`src/rtl/ddof_pkg.sv`:
```
// Shared types and constants for the odometry fusion block.
package ddof_pkg;

   // Operand selection for the shared multiplier
   typedef enum logic [2:0] {
      MUL_TURN,
      MUL_GYRO,
      MUL_RECIP,
      MUL_QBACK,
      MUL_ERR,
      MUL_X,
      MUL_Y
   } mul_sel_type;

   // Register indexes on the CSR port
   localparam logic CSR_TURN_GAIN    = 1'b0;
   localparam logic CSR_BLEND_WEIGHT = 1'b1;

   localparam logic [19:0] TURN_GAIN_RST    = 20'd69570;
   localparam logic [16:0] BLEND_WEIGHT_RST = 17'd3277;
   localparam logic [16:0] BLEND_WEIGHT_MAX = 17'd65536;

   // Gyro scale: 1/256 angle unit per second times microseconds.
   // Divisor 256e6 = 2^14 * 15625; the odd part uses the reciprocal 2^47/15625.
   localparam logic [51:0]        GYRO_HALF  = 52'd128000000;
   localparam logic signed [34:0] GYRO_ODD   = 35'sd15625;
   localparam logic signed [34:0] GYRO_RECIP = 35'sd9007199254;

   // CORDIC gain-compensated start value, Q30
   localparam logic signed [33:0] CORDIC_K = 34'sd652032874;
   localparam int CORDIC_MAX = 24;

   // atan(2^-i) in 2^32 units per turn
   localparam logic [31:0] ATAN_TAB [CORDIC_MAX] = '{
      32'h20000000, 32'h12E4051E, 32'h09FB385B, 32'h051111D4, 32'h028B0D43,
      32'h0145D7E1, 32'h00A2F61E, 32'h00517C55, 32'h0028BE53, 32'h00145F2F,
      32'h000A2F98, 32'h000517CC, 32'h00028BE6, 32'h000145F3, 32'h0000A2FA,
      32'h0000517D, 32'h000028BE, 32'h0000145F, 32'h00000A30, 32'h00000518,
      32'h0000028C, 32'h00000146, 32'h000000A3, 32'h00000051
   };

   // Commands from controller to datapath
   typedef struct packed {
      logic        load_in;
      logic        mul_en;
      mul_sel_type mul_sel;
      logic        enc_upd;
      logic        div_init;
      logic        div_est;
      logic        div_fix;
      logic        pred_upd;
      logic        fuse_upd;
      logic        fuse_copy;
      logic        cord_init;
      logic        cord_step;
      logic        px_upd;
      logic        py_upd;
      logic        commit;
      logic [4:0]  step_idx;
   } ddof_cmd_type;

   // Status from datapath to controller
   typedef struct packed {
      logic imu;
   } ddof_sts_type;

endpackage

```
`src/rtl/ddof_ctrl.sv`:
```
// Sequencing state machine for the odometry fusion block.
module ddof_ctrl import ddof_pkg::*; #(
   parameter int NSTEP = 16
) (
   input  logic         clock,
   input  logic         reset,
   input  logic         req_tvalid,
   output logic         req_tready,
   output logic         rsp_tvalid,
   input  logic         rsp_tready,
   input  ddof_sts_type sts,
   output ddof_cmd_type cmd
);

   typedef enum logic [4:0] {
      S_IDLE, S_MTURN, S_ENC, S_DIVI, S_DIV, S_QEST, S_QFIX, S_PRED, S_MERR,
      S_FUSE, S_NOIMU, S_MID, S_CORD, S_MX, S_MY, S_PY, S_DONE
   } state_type;

   localparam logic [4:0] CORD_LAST = 5'(NSTEP - 1);

   state_type  state_ff;
   logic [4:0] cnt_ff;
   logic       valid_ff;
   logic       out_free;

   assign req_tready = (state_ff == S_IDLE);
   assign rsp_tvalid = valid_ff;
   assign out_free   = !valid_ff || rsp_tready;

   // Command decode
   always_comb begin
      cmd          = '0;
      cmd.mul_sel  = MUL_TURN;
      cmd.step_idx = cnt_ff;
      case (state_ff)
         S_IDLE:  cmd.load_in = req_tvalid;
         S_MTURN: cmd.mul_en = 1'b1;
         S_ENC: begin
            cmd.enc_upd = 1'b1;
            cmd.mul_en  = 1'b1;
            cmd.mul_sel = MUL_GYRO;
         end
         S_DIVI:  cmd.div_init = 1'b1;
         S_DIV: begin
            cmd.mul_en  = 1'b1;
            cmd.mul_sel = MUL_RECIP;
         end
         S_QEST: begin
            cmd.div_est = 1'b1;
            cmd.mul_en  = 1'b1;
            cmd.mul_sel = MUL_QBACK;
         end
         S_QFIX:  cmd.div_fix = 1'b1;
         S_PRED:  cmd.pred_upd = 1'b1;
         S_MERR: begin
            cmd.mul_en  = 1'b1;
            cmd.mul_sel = MUL_ERR;
         end
         S_FUSE:  cmd.fuse_upd = 1'b1;
         S_NOIMU: cmd.fuse_copy = 1'b1;
         S_MID:   cmd.cord_init = 1'b1;
         S_CORD:  cmd.cord_step = 1'b1;
         S_MX: begin
            cmd.mul_en  = 1'b1;
            cmd.mul_sel = MUL_X;
         end
         S_MY: begin
            cmd.px_upd  = 1'b1;
            cmd.mul_en  = 1'b1;
            cmd.mul_sel = MUL_Y;
         end
         S_PY:    cmd.py_upd = 1'b1;
         S_DONE:  cmd.commit = out_free;
         default: cmd = '0;
      endcase
   end

   // State, step counter and result valid
   always_ff @(posedge clock) begin
      if (reset) begin
         state_ff <= S_IDLE;
         cnt_ff   <= '0;
         valid_ff <= 1'b0;
      end else begin
         if (state_ff == S_DONE && out_free) valid_ff <= 1'b1;
         else if (rsp_tready) valid_ff <= 1'b0;
         case (state_ff)
            S_IDLE:  if (req_tvalid) state_ff <= S_MTURN;
            S_MTURN: state_ff <= S_ENC;
            S_ENC:   state_ff <= sts.imu ? S_DIVI : S_NOIMU;
            S_DIVI:  state_ff <= S_DIV;
            S_DIV:   state_ff <= S_QEST;
            S_QEST:  state_ff <= S_QFIX;
            S_QFIX:  state_ff <= S_PRED;
            S_PRED:  state_ff <= S_MERR;
            S_MERR:  state_ff <= S_FUSE;
            S_FUSE:  state_ff <= S_MID;
            S_NOIMU: state_ff <= S_MID;
            S_MID: begin
               cnt_ff   <= '0;
               state_ff <= S_CORD;
            end
            S_CORD: begin
               cnt_ff <= cnt_ff + 5'd1;
               if (cnt_ff == CORD_LAST) state_ff <= S_MX;
            end
            S_MX:    state_ff <= S_MY;
            S_MY:    state_ff <= S_PY;
            S_PY:    state_ff <= S_DONE;
            S_DONE:  if (out_free) state_ff <= S_IDLE;
            default: state_ff <= S_IDLE;
         endcase
      end
   end

endmodule

```
`config.mk`:
```
export PLATFORM = sky130hd
export DESIGN_NAME = ddof_ctrl
export DESIGN_NICKNAME = d
export VERILOG_FILES = /design/src/rtl/ddof_pkg.sv /design/src/rtl/ddof_ctrl.sv
export SDC_FILE = /design/constraint.sdc
export NUM_CORES = 1
export LEC_CHECK = 0
export ABC_AREA = 1
export BUFFER_PORTS_ARGS = -buffer_cell sky130_fd_sc_hd__buf_2
export CORE_UTILIZATION = 46
export CTS_CLUSTER_DIAMETER = 150
export DETAILED_ROUTE_END_ITERATION = 12
export PLACE_DENSITY = 0.72
export SLEW_MARGIN = 25
export SYNTH_ARGS = -nofsm -noshare
export SYNTH_HDL_FRONTEND = slang
export SYNTH_SLANG_ARGS = --single-unit
export TNS_END_PERCENT = 1
```
`constraint.sdc`:
```
create_clock -name clock -period 2.44 [get_ports clock]
set_input_delay 0.488 -clock clock [delete_from_list [all_inputs] [get_ports clock]]
set_output_delay 0.488 -clock clock [all_outputs]
set_load 0.1 [all_outputs]
```
==> metrics.txt <==
die height 44.7 um; area occupied by multi-input gates 520 um^2; floorplan core area 1710 um^2; sum of buffers and inverters on the critical path 2; mean instance size in the synthesized netlist 6.29 um^2; share of synthesized area occupied by flip-flops and latches 26.3%; number of optimization iterations in the first detailed-route pass 4; largest buffer count on any clock path 2; ANT cells 0; Final TNS setup 0 ps; number of vias per cell 4.80; die width 44.7 um; worst slew slack as a fraction of its limit 67.7%; pin count of the biggest net entering global routing 12; actual transition at the worst max-transition pin 488 ps; final critical delay including setup and external delays 2260 ps; top-level I/O count 29; Util after Layout 60.1%; number of buffers inserted for hold repair after clock tree synthesis 0; number of global-route vias before repair 804; Post-Syn Area 837 um^2; antenna-violating nets left 0; Min-Delay Path Class flop to flop; number of clock buffers inserted by TritonCTS 3; wire length per cell after detailed routing 10.4 um; Iter 0 DRT Violations 11; Layout Nets 171; type of origin of the critical path flop; All-Layer GR Usage 21.7%; cell-by-cell trace of the critical path inv_1, a41oi_1, nor2_1, buf_2; TritonCTS sink count 11; total number of yosys warnings 0; number of failing setup endpoints in the final timing report 0; total wire length after detailed routing 1.96 mm; DPL Wire Length 1.59 mm; worst clock skew on the final layout 0.428 ps; Max VDD drop 1500 uV; leakage power 0.538 nW; die area 1990 um^2; Fmax 0.442 GHz; power per unit of standard cell area 1300 nW/um^2; Maximum Capacitance Violations 0; worst-path maximum fanout 9; endpoint kind of the worst setup timing path output port; arrival time reported for the critical path endpoint 1770 ps; remaining routing DRC violations 0; H-tree level count 1; period utilization 92.7%; sequential cell area 220 um^2; clock root buffer sky130_fd_sc_hd__clkbuf_4; number of placement rows 15; fraction of layout cells with a size suffix above 1 31.3%; Syn-to-layout area delta 22.7%; buffers inserted by post-CTS timing repair 0; result of the run finished, final reports clean; power consumption 1.34 mW; quantity of I/O buffers inserted on ports 28; TritonCTS clock tree yes; maximum single-stage delay on the critical path 570 ps; via count of the routed design 903; number of gates resized after CTS 0; slowest cell on the critical path sky130_fd_sc_hd__dfxtp_1; overflow left after global routing 0; Synthesized Nets 140; Fin. Hold Viols 0; Largest delay share family, worst path flip-flops; required time worst endpoint 1950 ps; global-route wire length before repair 3.23 mm; worst hold-check slack 466 ps; total of flip-flops plus latches after synthesis 11; library cells used by synthesis 25; fillers 182; Worst-Skew Late Latency 260 ps; initial core utilization 49.0%; critical path class flop to output port; synthesized instance count 133; clock-pin slew on the worst setup and hold paths 70 ps; count of final max-slew check failures 0; initial antenna violation count 0; GPL Wtd Cong 0.869; RSZ-0062 raised after global routing no
[cells in the mapped netlist, drive strengths merged]
library cell  count  share of area [%]
nor2             38                 24
nand2            28                 13
inv              23                 11
a21oi            12                7.6
dfxtp            11                 26
nand3             4                2.4
a31oi             2                1.5
ha                2                3.0
nand3b            2                1.8
nor3              2                1.2
o211ai            2                1.8
a41oi             1                1.0
buf               1                1.3
clkbuf            1               0.45
o21ai             1               0.60
o22ai             1               0.75
or2               1               0.75
xor2              1                1.0
[placed cells by master (no fill, tap or decap)]
cell type                  instances
sky130_fd_sc_hd__nor2_2            4
sky130_fd_sc_hd__nand3_1           4
sky130_fd_sc_hd__nor3_2            1
sky130_fd_sc_hd__o22ai_1           1
sky130_fd_sc_hd__a21oi_2           1
sky130_fd_sc_hd__ha_1              2
sky130_fd_sc_hd__clkbuf_4          3
sky130_fd_sc_hd__or2_2             1
sky130_fd_sc_hd__xor2_1            1
sky130_fd_sc_hd__nor2_4            5
sky130_fd_sc_hd__o211ai_1          2
sky130_fd_sc_hd__clkbuf_1          1
sky130_fd_sc_hd__a21oi_1          11
sky130_fd_sc_hd__nand2_2           3
sky130_fd_sc_hd__a41oi_1           1
sky130_fd_sc_hd__inv_4             1
sky130_fd_sc_hd__nor3_1            1
sky130_fd_sc_hd__inv_2             3
sky130_fd_sc_hd__inv_1            19
sky130_fd_sc_hd__nor2_1           28
sky130_fd_sc_hd__buf_2            28
sky130_fd_sc_hd__nand3b_1          2
sky130_fd_sc_hd__nor2_8            1
sky130_fd_sc_hd__dfxtp_1          11
sky130_fd_sc_hd__nand2_1          25
sky130_fd_sc_hd__a31oi_1           2
sky130_fd_sc_hd__o21ai_0           1
[sequential cells by signal, summed over array words and instances (netlist names)]
name        flops
state_ff        5
rsp_tvalid      1
cnt_ff          5
[cell families (layout without fill, tap and decap cells)]
family,count (synthesis),in the layout,share of synthesized area [%]
AND/OR/NAND/NOR,75,75,43.9
XOR/XNOR,1,1,1.05
buffers and inverters,25,55,12.4
adder cells (fa/ha/maj),2,2,2.99
flip-flops,11,11,26.3
AO/OA/AOI/OAI,19,19,13.3
[worst register-to-register path, cell delays in order (launching register included)]
cell,delay (ps)
sky130_fd_sc_hd__dfxtp_1,570
sky130_fd_sc_hd__nand2_1,250
sky130_fd_sc_hd__inv_1,120
sky130_fd_sc_hd__nand2_1,90
sky130_fd_sc_hd__nand2_1,80
sky130_fd_sc_hd__nor2_1,40
sky130_fd_sc_hd__a21oi_1,210
[through the flow]
step / area [um^2] / cells / worst slack (ps)
after floorplan: 845 / 133 / -443
after global placement: 1000 / 184 / 494
after detailed placement: 1000 / 184 / 472
after CTS: 1030 / 188 / 182
after global routing: 1030 / 188 / 49.9
final: 1030 / 188 / 179
[metal layers]
metal  wire [um]  up-vias  global-route usage [%]  share of wire [%]
met5           0        -                       0                  0
met4          36        0                    9.70                1.8
met3         104        4                    2.86                5.3
met2         942       28                    37.1                 48
met1         875      391                    27.1                 45
li1            -      480                       -                  -
[worst paths after layout]
check | from | to | slack (ps) | depth (start not counted)
worst min-delay path | cnt_ff[4]$_SDFFE_PP0P_ | cnt_ff[4]$_SDFFE_PP0P_ | 470 | 2
worst min register to register | cnt_ff[4]$_SDFFE_PP0P_ | cnt_ff[4]$_SDFFE_PP0P_ | 470 | 2
worst max-delay path | state_ff[0]$_SDFFE_PP0P_ | cmd[3] | 180 | 4
worst max register to register | state_ff[0]$_SDFFE_PP0P_ | state_ff[2]$_SDFFE_PP0P_ | 990 | 6
[where the power goes]
group          internal, mW  switching, mW  total [mW]
combinational         0.164          0.799       0.963
clock                0.0631         0.0596       0.123
sequential            0.203         0.0468       0.249
[layout make-up]
cell class | instances | area share (%)
clock buffer | 4 | 2.56
tap | 25 | 3.05
inverter | 23 | 8.65
sequential | 11 | 21.4
timing repair buffer | 28 | 13.6
multi-input combinational | 97 | 50.7
(Power assumes the default switching activity.)
